## src/rtl/core/pct_pkg.sv

```systemverilog
package pct_pkg;

	localparam int ACT_W = 16;
	localparam int W_W   = 24;
	localparam int F_W   = 16;

	localparam logic [ACT_W-1:0] ACT_ONE = 16'd32768;
	localparam logic [ACT_W-1:0] SIG_TOP = 16'd32757;

	localparam logic signed [W_W-1:0] W_MAX = 24'sh7FFFFF;
	localparam logic signed [W_W-1:0] W_MIN = 24'sh800000;

	typedef enum logic [1:0] {
		MODE_LOAD  = 2'd0,
		MODE_TRAIN = 2'd1,
		MODE_TEST  = 2'd2,
		MODE_NONE  = 2'd3
	} mode_t;

	typedef enum logic [0:0] {
		REG_RATE = 1'b0,
		REG_TOL  = 1'b1
	} cfg_reg_t;

	typedef enum logic [3:0] {
		ST_IDLE,
		ST_DOT,
		ST_RND,
		ST_MAG,
		ST_SIG,
		ST_HIT,
		ST_PMUL,
		ST_DMUL,
		ST_DRND,
		ST_RATE,
		ST_UPD
	} state_t;

	// request into the sigmoid unit: sign, saturation and |x| split at 0.5 steps
	typedef struct packed {
		logic        valid;
		logic        neg;
		logic        sat;
		logic [3:0]  seg;
		logic [13:0] frac;
	} sig_req_t;

	// sigmoid at seg * 0.5, Q1.15
	function automatic logic [ACT_W-1:0] sig_base(input logic [3:0] seg);
		logic [ACT_W-1:0] y;
		case (seg)
			4'd0:    y = 16'd16384;
			4'd1:    y = 16'd20397;
			4'd2:    y = 16'd23956;
			4'd3:    y = 16'd26790;
			4'd4:    y = 16'd28862;
			4'd5:    y = 16'd30282;
			4'd6:    y = 16'd31214;
			4'd7:    y = 16'd31807;
			4'd8:    y = 16'd32179;
			4'd9:    y = 16'd32408;
			4'd10:   y = 16'd32549;
			4'd11:   y = 16'd32635;
			4'd12:   y = 16'd32687;
			4'd13:   y = 16'd32719;
			4'd14:   y = 16'd32738;
			default: y = 16'd32750;
		endcase
		return y;
	endfunction

	// slope to the next table point
	function automatic logic [11:0] sig_delta(input logic [3:0] seg);
		logic [11:0] d;
		case (seg)
			4'd0:    d = 12'd4013;
			4'd1:    d = 12'd3559;
			4'd2:    d = 12'd2834;
			4'd3:    d = 12'd2072;
			4'd4:    d = 12'd1420;
			4'd5:    d = 12'd932;
			4'd6:    d = 12'd593;
			4'd7:    d = 12'd372;
			4'd8:    d = 12'd229;
			4'd9:    d = 12'd141;
			4'd10:   d = 12'd86;
			4'd11:   d = 12'd52;
			4'd12:   d = 12'd32;
			4'd13:   d = 12'd19;
			4'd14:   d = 12'd12;
			default: d = 12'd7;
		endcase
		return d;
	endfunction

endpackage

```

## src/rtl/core/pct_sigmoid.sv

```systemverilog
module pct_sigmoid (
	input  logic                         clk,
	input  logic                         arst_n,
	input  pct_pkg::sig_req_t            req,
	output logic                         act_valid,
	output logic [pct_pkg::ACT_W-1:0]    act
);
	import pct_pkg::*;

	logic        v_s1;
	logic        neg_s1;
	logic        sat_s1;
	logic [3:0]  seg_s1;
	logic [25:0] interp_s1;

	logic             v_s2;
	logic [ACT_W-1:0] act_s2;

	logic [25:0]      interp_rnd;
	logic [ACT_W-1:0] y;

	always_ff @(posedge clk or negedge arst_n) begin
		if (!arst_n) begin
			v_s1 <= 1'b0;
			v_s2 <= 1'b0;
		end else begin
			v_s1 <= req.valid;
			v_s2 <= v_s1;
		end
	end

	always_ff @(posedge clk) begin
		neg_s1    <= req.neg;
		sat_s1    <= req.sat;
		seg_s1    <= req.seg;
		interp_s1 <= 26'(sig_delta(req.seg)) * 26'(req.frac);
		act_s2    <= act_s2;
		if (v_s1)
			act_s2 <= neg_s1 ? (ACT_ONE - y) : y;
	end

	always_comb begin
		interp_rnd = interp_s1 + 26'd8192;
		if (sat_s1)
			y = SIG_TOP;
		else
			y = sig_base(seg_s1) + ACT_W'(interp_rnd[25:14]);
	end

	assign act_valid = v_s2;
	assign act       = act_s2;

endmodule

```

## config.mk

```make
export PLATFORM = sky130hd
export DESIGN_NAME = pct_sigmoid
export DESIGN_NICKNAME = d
export VERILOG_FILES = /design/src/rtl/core/pct_pkg.sv /design/src/rtl/core/pct_sigmoid.sv
export SDC_FILE = /design/constraint.sdc
export NUM_CORES = 1
export LEC_CHECK = 0
export BUFFER_PORTS_ARGS = -buffer_cell sky130_fd_sc_hd__buf_2
export CAP_MARGIN = 20
export CORE_MARGIN = 8
export CORE_UTILIZATION = 50
export CTS_CLUSTER_SIZE = 28
export DETAILED_ROUTE_END_ITERATION = 7
export PLACE_DENSITY_LB_ADDON = 0.05
export SETUP_SLACK_MARGIN = 0.3
export SLEW_MARGIN = 40
export SYNTH_ARGS = -nofsm -noshare
export SYNTH_HDL_FRONTEND = slang
export SYNTH_SLANG_ARGS = --single-unit
```

## constraint.sdc

```tcl
create_clock -name clk -period 4.61 [get_ports clk]
set_input_delay 0.922 -clock clk [delete_from_list [all_inputs] [get_ports clk]]
set_output_delay 0.922 -clock clk [all_outputs]
set_load 0.005 [all_outputs]
```

Word-level counts from Yosys, hierarchy flattened
Memories as Yosys holds them, arrays and structs flattened. A register that Yosys moved wholly into a read port is not among the register bits.
Index checks and enable logic that the tools add are counted.
W data, S select, Z words.
{"block": "totals", "regBits": 46, "latchBits": 0, "ramBits": 0, "mem_bits_ro": 416, "output_inout_bits": 17, "word_cells": 15, "n_memories": 2}
{"block": "classes", "n_addsub": 3, "multipliers": 1, "div_mod_pow": 0, "n_lt_le_gt_ge": 0, "n_eq_ne": 0, "shift": 0, "muxes": 3, "bitwise": 0, "reduce_logical": 0}
{"memory": "(name not given)", "words": 16, "width": 14, "read_ports": 1, "rd_clocked_by_memory_dff": 1, "write_ports": 0, "line_no": "pct_pkg.sv:51", "text": "case (seg)"}
{"memory": "(name not given)", "words": 16, "width": 12, "read_ports": 1, "rd_clocked_by_memory_dff": 0, "write_ports": 0, "line_no": "pct_pkg.sv:75", "text": "case (seg)"}
{"op": "$mux W16", "n": 3}
{"op": "$add A26 B14 Y26 const B", "n": 1}
{"op": "$mul A12 B14 Y26", "n": 1}
{"op": "$add A16 B12 Y16", "n": 1}
{"op": "$sub A16 B16 Y16 const A", "n": 1}

Logic depth before layout (Yosys ltp)
Gate-level depths: netlist of the first run.
{"block": "logic_depth", "ltp_word": 5, "mapped_depth": 28, "mapped_depth_nobuf": 26}

Least setup slack after synthesis of the first run
No wires, ideal clock.
{"block": "synth_timing", "kind": "in2reg", "start": "in req[16] (netlist name)", "end": "reg interp_s1[23]", "setup_ns": 0.119, "t_arrival_ns": 6.427, "required_time_ns": 4.491, "path_slack_ns": -1.936, "path_stages": 26, "n_path_buf": 4, "cell_sequence": "buf_2 > buf_1 > nand2_1 > o21ai_0 > nor2_1 > a31oi_1 > clkbuf_1 > nand2_1 > fa_1 > inv_1 > fa_1 > inv_1 > fa_1 > fa_1 > fa_1 > inv_1 > ha_1 > clkbuf_1 > nand3_1 > nor2_1 > a211oi_1 > and2_1 > a211oi_1 > o21a_1 > nor2_1 > xnor2_1"}
{"block": "synth_between", "elab_chain_len": 2}
{"item": "start: declaration", "line_no": "pct_sigmoid.sv:4", "text": "input pct_pkg::sig_req_t req,"}
{"item": "$mem_v2 Z16 W12"}
{"item": "$mul A12 B14 Y26", "line_no": "pct_sigmoid.sv:36", "text": "interp_s1 <= 26'(sig_delta(req.seg)) * 26'(req.frac);"}
{"item": "end signal: assignment", "line_no": "pct_sigmoid.sv:36"}
{"item": "end: declaration", "line_no": "pct_sigmoid.sv:14", "text": "logic [25:0] interp_s1;"}
No other way between the ends.
A chain may end at the register's enable or synchronous reset.

Worst setup path in the final report of the first run
{"block": "layout_timing", "start": "in req[14] (netlist name)", "end": "reg interp_s1[23]"}
Same word-level chain as after synthesis.

==> run metrics, run 1 <==
vias in the first global route 7,195; # diodes 0; dominant cells by area after synthesis fa_1 30%, ha_1 12%, inv_1 7.7%, dfxtp_1 7.2%, nand2_1 7.0%; DRC 0; initial antenna violation count 0; outcome complete, but fails checks; VDD IR max roughly 0.37 mV; clk_skew about 0.0022 ns; Vias/cell 5.23; clock sink count 47; CTS tree yes; Slew @ Worst Pin about 0.77 ns; Hold Vio Cnt, Final 0; most frequent cell after synthesis inv_1; final setup fails 13; area delta synth->final 26.6%; RePlAce Congestion 0.888; first-pass GRT wire length 33,700 um; CP endpoint kind flop; synthesized instance count 941; fmax 161 MHz; clock buffer depth 2; min cycle time layout 6.19 ns; most frequent cells after synthesis 166 x inv_1, 150 x nand2_1, 120 x fa_1; RSZ-0062 raised after global routing yes; crit path launch type input port; type of the worst setup path input port to flop; largest net degree at the start of global routing 25; Skew-Pair Late Insertion Delay ~0.28 ns; vias 6,793; register bit total from synthesis 47; Yosys top cell by area fa_1; syn_nets 1,163; DRT iter0 DRCs 278; post-route setup TNS -17.96 ns; post-layout net count about 1,300; Ys Warns 0; I/O pins 40; drt pass-1 iters 5; Final Cycle Share 1.34; violated checks negative setup slack; H-tree depth 2; Post-synth EDFFs 16; Pleak 5.03 nW; Min-Delay Path Class input port to asynchronous set/reset pin; Routed WL roughly 20,000 um; WL/cell 15.3 um; clk root buf clkbuf_16; Most used DFF post-synth dfxtp_1; relative slew slack 0.483; Initial Util 0.511; Num CTS Buffers 5; row cnt 46; DPL Wire Length ~17,000 um; Netlist Area Pre-Place 8090 um2; syn avg cell area 8.59 um2; chip width approximately 140 um; fin util 0.647; CP Data Arrival Time 6.36 ns; GRT Util Overall 0.202; Congestion Overflow GR 0; Die Y roughly 140 um; pwr/cell area between 600 and 700 nW/um2; CP max FO 5; fill count 1,303; register area share after synthesis 0.137; pre-CTS setup slack -2.11 ns; CTS clk-pin slew, worst paths 0.06 ns; PnR worst setup slack -1.58 ns; Synth cell types 74; asr flop ratio synth 0.0426; total die area 20,500 um2; post-route ant nets 0; Data required, critical path around 4.8 ns; share of layout cells above drive strength 1 0.263; Port Buffers 39; max-slew violations 0; max-cap violations 0; area share of the largest cell type after synthesis 0.297; core area around 16,000 um2
## worst paths after layout
kind	startpoint	end	slack, ns	cells after the start
max	req[14]	interp_s1[23]$_DFF_P_	-1.58	28
min	arst_n	act_valid$_DFF_PN0_	0.41	1
max reg2reg	interp_s1[13]$_DFF_P_	act[14]$_DFFE_PP_	1.06	11
min reg2reg	flop	act[0]$_DFFE_PP_	0.73	3
max in group asynchronous	arst_n	v_s1$_DFF_PN0_	4.10	1
min in group clk	flop	act[0]$_DFFE_PP_	0.73	3
## per-stage QoR
step	instance area (um2)	cells	power, W	hold slack (ns)
4_1_cts	10100	1291	0.00592	0.411
3_3_place_gp	9510	1268	0.00494	0.705
5_1_grt	10200	1298	0.00684	0.402
6_report	10200	1298	0.00623	0.414
3_5_place_dp	9510	1268	0.00505	0.707
2_1_floorplan	8410	941	0.00381	0.607
## area by class of cell
class	instances	area (um2)	area share
multi-input combinational	684	6700	0.654
clock buffer	7	153	0.0149
clock inverter	1	7.51	0.000733
inverter	166	629	0.0614
sequential	47	1110	0.108
timing repair buffer	177	1370	0.134
tap	216	270	0.0264
## kinds of logic (layout without fill, tap and decap cells)
logic type	count (synthesis)	count (layout)	share of synthesized area
AND/OR/NAND/NOR	333	333	0.200
buffers and inverters	210	351	0.0999
adder cells (fa/ha/maj)	199	199	0.419
AO/OA/AOI/OAI	104	104	0.0902
flip-flops	47	47	0.137
XOR/XNOR	40	40	0.0433
multiplexers	8	8	0.0102
## routing by layer
layer / GRT usage / part of all wire / up-vias
li1: - / - / 3242
met3: 0.0167 / 0.045 / 13
met2: 0.368 / 0.51 / 157
met4: 0.0296 / 0.0071 / 0
met1: 0.259 / 0.44 / 3381
met5: 0 / 0 / -
## worst max-delay path, cell delays in order
cell      delay [ns]
buf_4           0.14
inv_4           0.08
ha_4            0.21
o21ai_4         0.16
buf_4           0.14
nand2_1         0.08
o21ai_4         0.12
buf_12          0.16
nand2_1         0.07
fa_1            0.50
fa_1            0.52
inv_2           0.04
fa_1            0.48
fa_1            0.49
inv_1           0.05
fa_1            0.52
inv_2           0.05
ha_4            0.27
nand3_2         0.06
o211ai_1        0.19
buf_4           0.18
a211oi_4        0.06
and2_4          0.15
buf_6           0.11
a211oi_4        0.24
o21a_1          0.19
nor2_2          0.05
xnor2_1         0.11
## cell usage in the layout, fill, tap and decap left out, types with 4 or more instances in the layout
cell / n
a21oi_1: 16
a21oi_2: 10
and2_1: 50
and3_1: 7
buf_12: 5
buf_2: 37
buf_4: 124
buf_6: 9
clkbuf_16: 6
dfxtp_1: 29
edfxtp_1: 16
fa_1: 116
fa_2: 4
ha_1: 67
ha_4: 11
inv_1: 160
inv_2: 4
mux2i_1: 6
nand2_1: 143
nand2_2: 5
nand2b_1: 7
nand3_1: 12
nor2_1: 35
nor2_2: 5
nor2_4: 4
nor2b_1: 7
nor3_1: 7
nor3_2: 5
nor4_1: 7
o211ai_1: 4
o21a_1: 4
o21ai_0: 16
o21ai_1: 4
or3_1: 5
xnor2_1: 25
xor2_1: 15
## report_power, final
part | leakage, nW | internal (W) | total, W | switching, W
clock | 0.0761 | 0.000230 | 0.000368 | 0.000138
combinational | 4.54 | 0.00252 | 0.00518 | 0.00266
sequential | 0.423 | 0.000607 | 0.000677 | 0.0000696
total | 5.03 | 0.00336 | 0.00623 | 0.00287
## repair_timing
action / 4_1_cts / 5_1_grt
buffers inserted: 14 / 6
hold buffers: 0 / 0
gates resized for setup: 47 / 26
cloned: 1 / 1
pin swaps: 30 / 25
endpoints found under the setup margin: 13 / 13
Note: power is estimated with default switching activity, not from simulation.
==> run 2, diff against run 1 <==
--- a/config.mk
+++ b/config.mk
@@ -7,11 +7,13 @@
 export LEC_CHECK = 0
 export BUFFER_PORTS_ARGS = -buffer_cell sky130_fd_sc_hd__buf_2
 export CAP_MARGIN = 20
+export CORE_ASPECT_RATIO = 0.75
 export CORE_MARGIN = 8
 export CORE_UTILIZATION = 50
 export CTS_CLUSTER_SIZE = 28
 export DETAILED_ROUTE_END_ITERATION = 7
 export PLACE_DENSITY_LB_ADDON = 0.05
+export REMOVE_ABC_BUFFERS = 1
 export SETUP_SLACK_MARGIN = 0.3
 export SLEW_MARGIN = 40
 export SYNTH_ARGS = -nofsm -noshare
==> run metrics, run 2 (same netlist as run 1, synthesis figures left out) <==
chip width 163 um (+14%); clk root buf clkbuf_16; vias 6,736 (-0.84%); violated checks negative setup slack; RSZ-0062 raised after global routing yes; core area 15,900 um2 (+0.55%); commonest non-fill, non-tap cell in the layout inv_1; type of the worst setup path input port to flop; area delta synth->final 25.5%; clock buffer depth 2 (unchanged); RePlAce Congestion 0.880 (-0.89%); fin util 0.638 (-0.00946); PnR worst setup slack -1.52 ns (+0.0635 ns); post-route setup TNS -16.63 ns (+1.33 ns); clk_skew 0.00569 ns (+0.00347 ns); routing usage on met1 0.293 (+0.0337); drt pass-1 iters 7 (+2); Routed WL 20,200 um (+1.8%); max-cap violations 0 (unchanged); Hold Vio Cnt, Final 0 (unchanged); Pleak 4.99 nW (-0.99%); initial antenna violation count 1 (+1); Congestion Overflow GR 0 (unchanged); vias in the first global route 6,894 (-4.2%); Tot Pwr 0.00630 W (+1.2%); most frequent cells in the layout 158 x inv_1, 145 x nand2_1, 123 x buf_4; CP delay by family, top adder cells; min cycle time layout 6.13 ns (-0.0635 ns); critical path's most frequent cell fa_1; total die area 20,500 um2 (+0.21%); Port Buffers 39 (unchanged); CTS clk-pin slew, worst paths 0.06 ns (about the same); row cnt 40 (-13%); final setup fails 13 (unchanged); Slew @ Worst Pin 0.782 ns (+0.00737 ns); Reg2Reg Setup Slack 0.99 ns (-0.07 ns); Data required, critical path 4.79 ns (about the same); # diodes 0 (unchanged); Skew-Pair Late Insertion Delay 0.29 ns (about the same); CTS tree yes; Final Cycle Share 1.33 (-0.0138); DRC 0 (unchanged); CP max FO 7 (+2); Initial Util 0.508 (-0.00281); I/O pins 40 (unchanged); Num CTS Buffers 5 (unchanged); VDD IR max 0.486 mV (+30%); CP endpoint kind flop; CP max stage delay 0.52 ns (about the same); Min-Delay Path Class input port to asynchronous set/reset pin; max-slew violations 0 (unchanged); clock sink count 47 (unchanged); first-pass GRT wire length 33,700 um (about the same); GRT Max-Usage Layer met2; largest net degree at the start of global routing 25 (unchanged); Vias/cell 5.21 (-0.46%); fmax 163 MHz (+1.0%); GRT Util Overall 0.200 (-0.00242); grt met3 use 0.0244 (+0.00772); number of cells on the critical path 28 (unchanged); H-tree depth 2 (unchanged); CP Data Arrival Time 6.31 ns (-0.05 ns); CP max stage cell fa_1; post-route ant nets 0 (unchanged); DRT iter0 DRCs 437 (+57%); outcome complete, but fails checks; Reg2Reg Depth 11 (unchanged); pre-CTS setup slack -2.22 ns (-0.105 ns); crit path launch type input port; relative slew slack 0.478 (-0.00492); DPL Wire Length 16,800 um (+1.8%); grt met2 use 0.323 (-0.0452); post-layout net count 1,304 (+0.077%); Bufs and invs on worst path 10 (+1); WL/cell 15.6 um (+2.2%); pwr/cell area 621 nW/um2 (+2.1%); Die Y 126 um (-12%); share of layout cells above drive strength 1 0.266 (+0.00253)
[run 2: cell types whose count changed in the layout (fill, tap and decap cells not counted), moves of 4 or more]
cell | before | now
buf_6 | 9 | 16
a21oi_1 | 16 | 20
buf_12 | 5 | 1
ha_4 | 11 | 15
[run 2: cell type report]
type                       count  area (um2)
tap                          210         263
fill                        1363        5770
inverter                     166         633
clock buffer                   5         125
timing repair buffer         178        1330
sequential                    47        1110
multi-input combinational    684        6670
clock inverter                 3        20.0
[run 2: where the power goes]
group	internal, W	switching (W)
clock network	0.000200	0.000155
logic	0.00259	0.00268
registers	0.000607	0.0000725
total	0.00340	0.00290
[run 2: final timing paths]
check | start | endpoint
worst min-delay path | arst_n | act_valid$_DFF_PN0_
worst min register to register | flop | act[0]$_DFFE_PP_
min in group clk | req[18] | sat_s1$_DFF_P_
max in group asynchronous | arst_n | v_s1$_DFF_PN0_
worst max register to register | interp_s1[13]$_DFF_P_ | act[14]$_DFFE_PP_
worst max-delay path | req[15] | interp_s1[23]$_DFF_P_
[run 2: per-stage QoR]
stage                     hold WS [ns]  cells  instance area [um2]
after detailed placement         0.709   1260                 9220
after floorplan                  0.607    897                 7900
after CTS                        0.400   1286                 9880
after global routing             0.396   1293                10100
final                            0.403   1293                10100
after global placement           0.706   1260                 9220
[run 2: per-layer routing]
metal / routed length [um] / vias to the layer above
li1: - / 3248
met1: 9760 / 3327
met2: 9370 / 151
met3: 941 / 10
met4: 114 / 0
met5: 0 / -
[run 2: repair_timing]
action / 4_1_cts / 5_1_grt
cloned: 1 / 1
setup endpoints to repair: 13 / 13
gates resized for setup: 92 / 50
hold buffers: 0 / 0
pin swaps: 55 / 42
setup buffers: 17 / 6
endpoints found under the hold margin: 0 / 0
